`src/rtl/core/tpw_pkg.sv`:
```
// Shared constants, codes and types for the TLB refill page walker.
// Depends on nothing; used by the top level of the block.
`timescale 1ns / 1ps
package tpw_pkg;
	localparam int TABLE_ENTRIES = 64;
	localparam int FRAME_COUNT   = 64;
	localparam int FIRST_FRAME   = 4096;
	localparam int TLB_SLOTS     = 32;

	localparam int PFN_W  = 20;
	localparam int ASID_W = 8;
	localparam int TIDX_W = $clog2(TABLE_ENTRIES);
	localparam int FIDX_W = $clog2(FRAME_COUNT);
	localparam int SLOT_W = $clog2(TLB_SLOTS);
	localparam int SCAN_N = (TABLE_ENTRIES > FRAME_COUNT) ? TABLE_ENTRIES : FRAME_COUNT;
	localparam int CNT_W  = $clog2(SCAN_N + 1);

	localparam logic [2:0] ST_HIT      = 3'd0;
	localparam logic [2:0] ST_ALLOC    = 3'd1;
	localparam logic [2:0] ST_ASID     = 3'd2;
	localparam logic [2:0] ST_NO_TABLE = 3'd3;
	localparam logic [2:0] ST_NO_FRAME = 3'd4;

	localparam logic [5:0] LO_CTRL = 6'h16;

	typedef struct packed {
		logic [PFN_W-1:0]  vpn;
		logic [PFN_W-1:0]  frame;
		logic [ASID_W-1:0] owner;
	} tpw_entry_t;
endpackage

```
`src/rtl/core/tlb_refill_page_walker_top.sv`:
```
// Top level of the TLB refill page walker: sequencer, scan and result register.
// Depends on tpw_pkg and tpw_ram.
`timescale 1ns / 1ps
// Usage
// Each input transaction describes one TLB miss (bad_vaddr, entry_hi_in, probe_missed)
// and produces exactly one output transaction on the result channel. Both channels
// use valid/ready; a transaction completes on a clock edge where both are high.
// The process id is written through cfg_wr_en/cfg_wr_data; the user must write it
// only while the block is idle, which the block itself does not enforce. An asid
// mismatch goes from idle straight to the done state. Otherwise one compare unit
// walks the page table and the free lists one index per cycle, a rate set by the
// single read port of the table memory; an allocation adds the write states S_WR0
// and S_WR1, one per entry of the pair. The block accepts one miss at a time.
// The result sits in an output register: in_ready rises again as soon as the
// result is loaded, so a new miss may start while the receiver stalls; if the
// next result is ready before the old one is taken, the sequencer waits.
// Reset clears the valid and frame-used flags, the slot pointer and the process id;
// the table memory itself needs no clearing because every read is qualified by
// its valid flag.
module tlb_refill_page_walker_top (
	input  logic        clk,
	input  logic        arst_n,
	input  logic        cfg_wr_en,
	input  logic [7:0]  cfg_wr_data,
	input  logic        in_valid,
	output logic        in_ready,
	input  logic [31:0] bad_vaddr,
	input  logic [31:0] entry_hi_in,
	input  logic        probe_missed,
	output logic        out_valid,
	input  logic        out_ready,
	output logic [2:0]  status,
	output logic [31:0] entry_lo_even,
	output logic [31:0] entry_lo_odd,
	output logic [31:0] entry_hi_out,
	output logic        set_slot,
	output logic [4:0]  tlb_slot
);
	import tpw_pkg::*;

	localparam logic [2:0] S_IDLE = 3'd0;
	localparam logic [2:0] S_SCAN = 3'd1;
	localparam logic [2:0] S_WR0  = 3'd2;
	localparam logic [2:0] S_WR1  = 3'd3;
	localparam logic [2:0] S_DONE = 3'd4;

	logic [2:0]               state_q;
	logic [7:0]               pid_q;
	logic [PFN_W-1:0]         pair_q;
	logic [31:0]              hi_q;
	logic                     missed_q;
	logic                     asid_err_q;
	logic [CNT_W-1:0]         cnt_q;
	logic                     rd_s1;
	logic [TIDX_W-1:0]        idx_s1;
	logic                     hit_q;
	logic [PFN_W-1:0]         pfn_q;
	logic                     tfound_q;
	logic [TIDX_W-1:0]        tidx_q;
	logic                     ffound_q;
	logic [FIDX_W-1:0]        fidx_q;
	logic [TABLE_ENTRIES-1:0] entry_valid_q;
	logic [FRAME_COUNT-1:0]   frame_used_q;
	logic [SLOT_W-1:0]        slot_q;
	logic [2:0]               res_status;

	// Table memory: one write port for allocation, one read port for the scan.
	logic              ram_we;
	logic [TIDX_W-1:0] ram_waddr;
	tpw_entry_t        ram_wdata;
	tpw_entry_t        ram_rdata;

	tpw_ram #(
		.WIDTH($bits(tpw_entry_t)),
		.DEPTH(TABLE_ENTRIES)
	) u_table (
		.clk(clk),
		.we(ram_we),
		.waddr(ram_waddr),
		.wdata(ram_wdata),
		.raddr(cnt_q[TIDX_W-1:0]),
		.rdata(ram_rdata)
	);

	// Per-index checks made while the counter sweeps the table and frame flags.
	logic [CNT_W-1:0] cnt_nx;
	logic             scan_live;
	logic             t_pair_free;
	logic             f_pair_free;
	logic             match_s1;
	logic             scan_end;
	logic [PFN_W-1:0] alloc_pfn;
	logic [SLOT_W-1:0] slot_nx;
	logic             finish;

	assign cnt_nx    = cnt_q + CNT_W'(1);
	assign scan_live = (state_q == S_SCAN) && (cnt_q < CNT_W'(SCAN_N));
	assign t_pair_free = scan_live && !cnt_q[0] && (cnt_nx < CNT_W'(TABLE_ENTRIES + 1))
		&& (cnt_nx < CNT_W'(TABLE_ENTRIES))
		&& !entry_valid_q[cnt_q[TIDX_W-1:0]] && !entry_valid_q[cnt_nx[TIDX_W-1:0]];
	assign f_pair_free = scan_live && !cnt_q[0] && (cnt_nx < CNT_W'(FRAME_COUNT))
		&& !frame_used_q[cnt_q[FIDX_W-1:0]] && !frame_used_q[cnt_nx[FIDX_W-1:0]];
	assign match_s1 = rd_s1 && entry_valid_q[idx_s1] && (ram_rdata.vpn == pair_q)
		&& (ram_rdata.owner == pid_q);
	assign scan_end  = (state_q == S_SCAN) && !scan_live && !rd_s1;
	assign alloc_pfn = PFN_W'(fidx_q) + PFN_W'(FIRST_FRAME);
	assign slot_nx   = (slot_q == SLOT_W'(TLB_SLOTS - 1)) ? '0 : slot_q + SLOT_W'(1);

	always_comb begin
		ram_we    = 1'b0;
		ram_waddr = tidx_q;
		ram_wdata = '{vpn: pair_q, frame: pfn_q, owner: pid_q};
		case (state_q)
			S_WR0: begin
				ram_we = 1'b1;
			end
			S_WR1: begin
				ram_we    = 1'b1;
				ram_waddr = tidx_q + TIDX_W'(1);
				ram_wdata = '{vpn: pair_q + PFN_W'(1), frame: pfn_q + PFN_W'(1), owner: pid_q};
			end
			default: begin
				ram_we = 1'b0;
			end
		endcase
	end

	// Result status decided at the end of the scan.
	always_comb begin
		if (asid_err_q) begin
			res_status = ST_ASID;
		end else if (hit_q) begin
			res_status = ST_HIT;
		end else if (!tfound_q) begin
			res_status = ST_NO_TABLE;
		end else if (!ffound_q) begin
			res_status = ST_NO_FRAME;
		end else begin
			res_status = ST_ALLOC;
		end
	end

	// A result can be loaded when the output register is empty or being emptied.
	assign finish   = (state_q == S_DONE) && (!out_valid || out_ready);
	assign in_ready = (state_q == S_IDLE);

	always_ff @(posedge clk or negedge arst_n) begin
		if (!arst_n) begin
			state_q       <= S_IDLE;
			pid_q         <= '0;
			entry_valid_q <= '0;
			frame_used_q  <= '0;
			slot_q        <= '0;
			out_valid     <= 1'b0;
			rd_s1         <= 1'b0;
			cnt_q         <= '0;
		end else begin
			if (cfg_wr_en) begin
				pid_q <= cfg_wr_data;
			end
			// A new result takes precedence over the one being handed over.
			if (finish) begin
				out_valid <= 1'b1;
			end else if (out_ready) begin
				out_valid <= 1'b0;
			end
			rd_s1 <= scan_live && (cnt_q < CNT_W'(TABLE_ENTRIES));
			case (state_q)
				S_IDLE: begin
					cnt_q <= '0;
					if (in_valid) begin
						state_q <= (entry_hi_in[7:0] != pid_q && entry_hi_in[7:0] != 8'd0)
							? S_DONE : S_SCAN;
					end
				end
				S_SCAN: begin
					if (scan_live) begin
						cnt_q <= cnt_nx;
					end
					if (scan_end) begin
						state_q <= (res_status == ST_ALLOC) ? S_WR0 : S_DONE;
					end
				end
				S_WR0: begin
					state_q <= S_WR1;
					entry_valid_q[tidx_q] <= 1'b1;
					frame_used_q[fidx_q]  <= 1'b1;
				end
				S_WR1: begin
					state_q <= S_DONE;
					entry_valid_q[tidx_q + TIDX_W'(1)] <= 1'b1;
					frame_used_q[fidx_q + FIDX_W'(1)]  <= 1'b1;
				end
				S_DONE: begin
					if (finish) begin
						state_q <= S_IDLE;
						if (missed_q && (res_status == ST_HIT || res_status == ST_ALLOC)) begin
							slot_q <= slot_nx;
						end
					end
				end
				default: begin
					state_q <= S_IDLE;
				end
			endcase
		end
	end

	// Work registers of the current miss and scan results.
	always_ff @(posedge clk) begin
		idx_s1 <= cnt_q[TIDX_W-1:0];
		if (state_q == S_IDLE && in_valid) begin
			pair_q     <= {bad_vaddr[31:13], 1'b0};
			hi_q       <= entry_hi_in;
			missed_q   <= probe_missed;
			asid_err_q <= entry_hi_in[7:0] != pid_q && entry_hi_in[7:0] != 8'd0;
			hit_q      <= 1'b0;
			tfound_q   <= 1'b0;
			ffound_q   <= 1'b0;
		end
		if (state_q == S_SCAN) begin
			if (match_s1 && !hit_q) begin
				hit_q <= 1'b1;
				pfn_q <= ram_rdata.frame;
			end
			if (t_pair_free && !tfound_q) begin
				tfound_q <= 1'b1;
				tidx_q   <= cnt_q[TIDX_W-1:0];
			end
			if (f_pair_free && !ffound_q) begin
				ffound_q <= 1'b1;
				fidx_q   <= cnt_q[FIDX_W-1:0];
			end
			if (scan_end && !hit_q) begin
				pfn_q <= alloc_pfn;
			end
		end
		if (finish) begin
			status <= res_status;
			if (res_status == ST_HIT || res_status == ST_ALLOC) begin
				entry_lo_even <= {6'd0, pfn_q, LO_CTRL};
				entry_lo_odd  <= {5'd0, {1'b0, pfn_q} + 21'd1, LO_CTRL};
				entry_hi_out  <= {hi_q[31:13], 5'd0, pid_q};
				set_slot      <= missed_q;
				tlb_slot      <= missed_q ? 5'(slot_nx) : 5'd0;
			end else begin
				entry_lo_even <= '0;
				entry_lo_odd  <= '0;
				entry_hi_out  <= '0;
				set_slot      <= 1'b0;
				tlb_slot      <= '0;
			end
		end
	end

	// An allocation marks exactly one pair of table entries valid over its write states S_WR0 and S_WR1.
	a_pair_alloc: assert property (@(posedge clk) disable iff (!arst_n)
		state_q == S_WR0 |=> ##1
		$countones(entry_valid_q) == $past($countones(entry_valid_q), 2) + 2)
		else $error("allocation did not validate a pair of entries");

	// Error results carry no entry words.
	a_err_zero: assert property (@(posedge clk) disable iff (!arst_n)
		out_valid && (status == ST_ASID || status == ST_NO_TABLE || status == ST_NO_FRAME)
		|-> entry_lo_even == 32'd0 && entry_hi_out == 32'd0 && !set_slot)
		else $error("error result carries payload");

	// A miss being worked on blocks further input.
	a_busy: assert property (@(posedge clk) disable iff (!arst_n)
		in_valid && in_ready |=> !in_ready)
		else $error("second miss accepted while busy");
endmodule

```
`src/rtl/core/tpw_ram.sv`:
```
// Generic simple dual-port RAM: one write port, one read port with registered data.
// No dependencies.
`timescale 1ns / 1ps
module tpw_ram #(
	parameter int WIDTH = 8,
	parameter int DEPTH = 16
) (
	input  logic                     clk,
	input  logic                     we,
	input  logic [$clog2(DEPTH)-1:0] waddr,
	input  logic [WIDTH-1:0]         wdata,
	input  logic [$clog2(DEPTH)-1:0] raddr,
	output logic [WIDTH-1:0]         rdata
);
	logic [WIDTH-1:0] mem [DEPTH];

	always_ff @(posedge clk) begin
		if (we) begin
			mem[waddr] <= wdata;
		end
		rdata <= mem[raddr];
	end
endmodule
```
`config.mk`:
```
export PLATFORM = sky130hd
export DESIGN_NAME = tlb_refill_page_walker_top
export DESIGN_NICKNAME = d
export VERILOG_FILES = /design/src/rtl/core/tpw_pkg.sv /design/src/rtl/core/tlb_refill_page_walker_top.sv /design/src/rtl/core/tpw_ram.sv
export SDC_FILE = /design/constraint.sdc
export NUM_CORES = 2
export LEC_CHECK = 0
export BUFFER_PORTS_ARGS = -buffer_cell sky130_fd_sc_hd__buf_2
export CORE_MARGIN = 5
export CORE_UTILIZATION = 53
export CTS_CLUSTER_DIAMETER = 80
export DETAILED_ROUTE_END_ITERATION = 10
export GPL_ROUTABILITY_DRIVEN = 0
export PLACE_DENSITY = 0.69
export SLEW_MARGIN = 20
export SYNTH_ARGS = -nofsm -noshare
export SYNTH_HDL_FRONTEND = slang
export SYNTH_SLANG_ARGS = --single-unit
```
`constraint.sdc`:
```
create_clock -name clk -period 11.76 [get_ports clk]
set_input_delay 2.352 -clock clk [delete_from_list [all_inputs] [get_ports clk]]
set_output_delay 2.352 -clock clk [all_outputs]
set_load 0.01 [all_outputs]
```
# Yosys cells after proc, flatten, opt, wreduce, memory -nomap -nowiden

Memory sizes are Yosys's and may differ from the RTL's. A register that Yosys moved wholly into a read port is not among the register bits.
Index checks and enable logic that the tools add are counted.

Bits in registers: 352
Input bits: 78
Output and inout port bits: 107
Bits in writable memories: 3072
Memories kept: 1

Memories:

| memory      | depth | bits a word | read ports | clocked after Yosys merged registers in | write ports | line          | RTL |
|---|---|---|---|---|---|---|---|
| u_table.mem | 64    | 48          | 1          | 1                                       | 1           | tpw_ram.sv:15 | `logic [WIDTH-1:0] mem [DEPTH];` |

Bitwise logic cells: 4
Add/subtract/negate cells: 8
Muxes and demuxes: 53
Order comparisons: 14
Equal/unequal tests: 13
Reductions and logical operators: 55

Operators with widths:

| operator                | count |
|---|---|
| $or A64 B64 Y64         | 4 |
| $pmux W64 S2            | 2 |
| $lt A6 B7 Y1 const B    | 7 |
| $mux W48                | 1 |
| $add A20 B1 Y20 const B | 2 |
| $mux W20                | 2 |
| $bmux W1 S6             | 5 |
| $logic_and A1 B1 Y1     | 27 |
| $mux W3                 | 9 |
| $demux W1 S6            | 4 |
| $ge A6 B1 Y1 const B    | 4 |
| $mux W1                 | 23 |
| $add A20 B1 Y21 const B | 1 |
| $lt A7 B7 Y1 const B    | 3 |
| $eq A20 B20 Y1          | 1 |
| $mux W5                 | 3 |
| $pmux W3 S5             | 1 |
| $add A6 B13 Y14 const B | 1 |
| $pmux W7 S2             | 1 |
| $add A6 B1 Y6 const B   | 2 |
| $logic_not A1 Y1        | 11 |
| $reduce_and A2 Y1       | 5 |
| $eq A8 B8 Y1            | 1 |
| $ne A2 B2 Y1 const B    | 4 |
| 15 further kinds        | 23 |

# Logic depth before layout (Yosys ltp)

Depth in word-level cells: 10
Mapped depth: 11

# By module

Synthesis repeated with hierarchy kept, for this count alone.

Cell total of the unflattened synthesis: 6392
Area total of the unflattened synthesis: 133907.2 µm²

By module, submodules not included:

| module                     | area an instance (µm²) | seq. area each (µm²) | instances | cells each |
|---|---|---|---|---|
| tpw_ram                    | 117117.3               | 93209.4              | 1         | 4970 |
| tlb_refill_page_walker_top | 16789.9                | 8513.2               | 1         | 1422 |

# Worst setup path before layout

Ideal clock, no wire load.

Kind: input -> register
Start point: in out_ready
End point: reg slot_q[3]
Arrival: 7.058 ns
Required time: 11.665 ns
Setup slack: 4.607 ns
Cell stages on the path: 5
Library setup time: 0.095 ns
Cells stage by stage: nor2b_1 > nor2_1 > nand3_1 > or2_2 > o31ai_1

Word-level cells in the longest chain between the ends: 3

RTL lines:

| what                               | line                              | RTL |
|---|---|---|
| start, declared                    | tlb_refill_page_walker_top.sv:31  | `input logic out_ready,` |
| $logic_or A1 B1 Y1                 | tlb_refill_page_walker_top.sv:144 | `assign finish = (state_q == S_DONE) && (!out_valid \|\| out_ready);` |
| $logic_and A1 B1 Y1                | tlb_refill_page_walker_top.sv:144 |  |
| named net finish                   | tlb_refill_page_walker_top.sv:94  | `logic finish;` |
| $reduce_and A3 Y1 (no source line) | n/a                               |  |
| end signal, assigned               | tlb_refill_page_walker_top.sv:198 | `slot_q <= slot_nx;` |
| end, declared                      | tlb_refill_page_walker_top.sv:64  | `logic [SLOT_W-1:0] slot_q;` |

The timed path passes the listed nets, and every way through them passes these cells.
A chain may end at the register's enable or synchronous reset.

==> metrics.txt <==
pre-CTS WS 5.69 ns; Synth Area per Inst 23.3 um2; xor/xnor cell area share of the yosys netlist 0.540%; status complete, no violations; clock skew 0.0527 ns; Area Overhead vs Synth 12.9%; worst min-delay path category flop to flop; Initial Util 53.1%; Final period util 50.5%; CTS tree yes; layout cells sized above 1 32.6%; Synth Register Bits 3432; Syn. warnings 0; IO Port Bufs 144; Fin. Hold Viols 0; DRT Pass-1 Iters 8; Reg clk slew, reported paths 0.06 ns; H-tree lvl count 5; multi-input logic area 30700 um2; hold_buf cts 0; Startpoint Class flop; Vias/cell 6.66; Setup violations, final 0; Design Area, Final 150000 um2; DRC viols 0; vias in the first global route 64400; PD cells 161 nW/um2; HPWL after detailed placement 175000 um; Max-Cap Viols 0; Max Slew Vio Count 0; postcts setup bufs 0; die height 511 um; Worst Slack Setup Final 5.82 ns; Slew @ Worst Pin 1.20 ns; Mapped Cells 5704; GRT Residual Overflow 0; crit-path max cell delay 0.86 ns; unrepaired setup endpoints after global routing no; area of the core 251000 um2; crit-path max FO 104; Async S/R FF share, synth 4.46%; CTS Root Cell clkbuf_16; Worst setup EP type flop; sequential cell area fraction in the yosys report 76.4%; Tmin final 5.94 ns; first-pass GRT wire length 488000 um; Slowest-stage cell, CP dfrtp_4; row cnt 184; width of the chip 511 um; post_cts resized 0; critical path arrival 6.78 ns; CTS Sinks 3432; largest family of logic cells by synthesized area multiplexers; nets 6161; post-synthesis adder-cell area fraction 0.0564%; post-place instance area 139000 um2; top_reg_cell synth edfxtp_1; Detailed Route WL 345000 um; mux share of post-synthesis cell area 18.8%; Num CTS Buffers 357; Final TNS setup 0 ns; Pleak 42.6 nW; worst skew pair latency 0.97 ns; Yosys cell types 57; detailed-route via count 64600; post-route ant nets 0; IR drop worst, VDD 180 uV; CP Cell Sequence buf_12, buf_4, buf_4, buf_4, mux4_2, mux4_2, mux4_2; Max Fclk 168 MHz; Crit Path Category flop to flop; clk buf depth 4; io pins 185; initial antenna violation count 13; GRT Total Usage 26.3%; Worst Path Required 12.60 ns; EDFF count, synth 3222; DRT iter0 DRCs 10100; Layout fillers 16900; Worst slew margin 19.6%; largest net degree at the start of global routing 158; total area of sequential cells 102000 um2; die area 261000 um2; area fraction in compound gates after synthesis 1.35%; Mapped Area 133000 um2; average wire per standard cell 35.5 um; Post-Synth Simple-Gate Area 1.64%
-- synthesized netlist by cell type (all sizes together), types with 6 or more instances --
cell type	count	area (um2)
or2	29	181
nor2b	9	56.3
o21ai	23	115
dfrtp	153	3830
clkbuf	174	653
nor3b	8	60.1
and2	65	407
buf	164	830
nor4	11	68.8
or3	11	68.8
inv	14	52.6
o21bai	41	308
nor2	121	454
edfxtp	3222	96800
nand3	32	160
and3	15	93.8
nor3	15	75.1
mux4	1093	24600
mux2i	21	210
o22ai	68	425
nand2	82	308
nand2b	15	93.8
mux2	17	191
ha	6	75.1
a21o	66	495
nand4	12	75.1
a31oi	7	43.8
a21oi	23	115
xor2	55	482
dfxtp	57	1140
xnor2	27	236
-- metal layers --
| metal | part of all wire, % | GRT usage [%] | up-vias |
|---|---|---|---|
| met5 | 0.0038 | 0 | - |
| met4 | 3.3 | 8.11 | 2 |
| met3 | 11 | 5.44 | 730 |
| met2 | 49 | 41.8 | 3991 |
| met1 | 37 | 37.5 | 34800 |
| li1 | - | - | 25100 |
-- per-stage QoR --
step / std cells / hold slack, ns / total power, mW / util [%]
3_5_place_dp: 9065 / 0.462 / 13.6 / 55.5
3_3_place_gp: 9058 / 0.451 / 13.6 / 55.4
5_1_grt: 9701 / 0.490 / 24.9 / 59.9
6_report: 9704 / 0.473 / 24.2 / 59.9
2_1_floorplan: 5725 / 0.377 / 13.5 / -
4_1_cts: 9699 / 0.475 / 24.4 / 59.9
-- worst max-delay path, delay by kind of cell (launching register included) --
kind	cells	cell delay, ns
DFF	1	0.86
muxes	3	1.64
buffers and inverters	4	2.86
-- cell families (layout without fill, tap and decap cells) --
kind of cell | Yosys count | count (layout)
AOI/OAI and AO/OA | 263 | 263
xor gates and xnor gates | 82 | 82
adders and majority gates | 6 | 6
buffers and inverters | 354 | 981
DFF | 3432 | 3432
muxes | 1131 | 1131
other | 1 | 26
and+or+nand+nor | 435 | 435
-- flip-flops by register name (all words and copies together), names as in the netlist, 3 cells and up --
signal	count
cnt_q	7
entry_hi_out	27
entry_lo_even	21
entry_lo_odd	21
entry_valid_q	64
fidx_q	6
frame_used_q	64
hi_q	19
idx_s1	6
pair_q	19
pfn_q	20
pid_q	8
slot_q	5
state_q	3
status	3
tidx_q	6
tlb_slot	5
u_table.mem	3072
u_table.rdata	48
-- area by class of cell --
type | instances | area share, %
Sequential cell | 3432 | 67.7
Multi-Input combinational cell | 1939 | 20.4
Clock buffer | 461 | 6.39
Tap cell | 3348 | 2.79
Timing Repair Buffer | 331 | 1.58
Clock inverter | 173 | 1.07
Inverter | 16 | 0.0483
Antenna cell | 4 | 0.00666
-- path summary, 6_finish.rpt --
| path | from | to | slack (ns) | cells past startpoint |
|---|---|---|---|---|
| setup / recovery | cnt_q[0]$_DFFE_PN0P_ | u_table.rdata[38]$_DFF_P_ | 5.82 | 7 |
| min in group asynchronous | arst_n | pid_q[7]$_DFFE_PN0P_ | 1.41 | 1 |
| hold / removal | frame_used_q[34]$_DFFE_PN0P_ | frame_used_q[34]$_DFFE_PN0P_ | 0.47 | 1 |
| setup reg to reg | cnt_q[0]$_DFFE_PN0P_ | u_table.rdata[38]$_DFF_P_ | 5.82 | 7 |
| hold reg to reg | frame_used_q[34]$_DFFE_PN0P_ | frame_used_q[34]$_DFFE_PN0P_ | 0.47 | 1 |
| max in group asynchronous | arst_n | frame_used_q[28]$_DFFE_PN0P_ | 9.07 | 2 |
-- where the power goes --
group | internal, mW | switching, mW | leakage (nW)
clock | 6.38 | 4.54 | 5.51
combinational | 0.0178 | 0.0809 | 10.3
sequential | 13.2 | 0.00702 | 26.8
-- placed cells by master, fill, tap and decap left out, types with 22 or more instances in the layout --
cell type	netlist	final
edfxtp_1	3222	3222
mux4_2	1093	1093
clkbuf_16	0	363
buf_4	30	170
buf_2	81	143
dfrtp_1	153	141
clkbuf_1	174	83
nand2_1	82	79
o22ai_1	68	68
a21o_1	66	66
nor2_4	0	65
and2_1	65	65
clkinv_2	0	64
clkinv_1	2	62
dfxtp_1	57	57
nor2_1	121	56
xor2_1	55	42
o21bai_1	41	41
nand3_1	32	32
or2_2	29	29
bufinv_16	0	29
a21oi_1	23	22
conb_1	1	22
No activity file was read; power rests on OpenSTA's default activity.
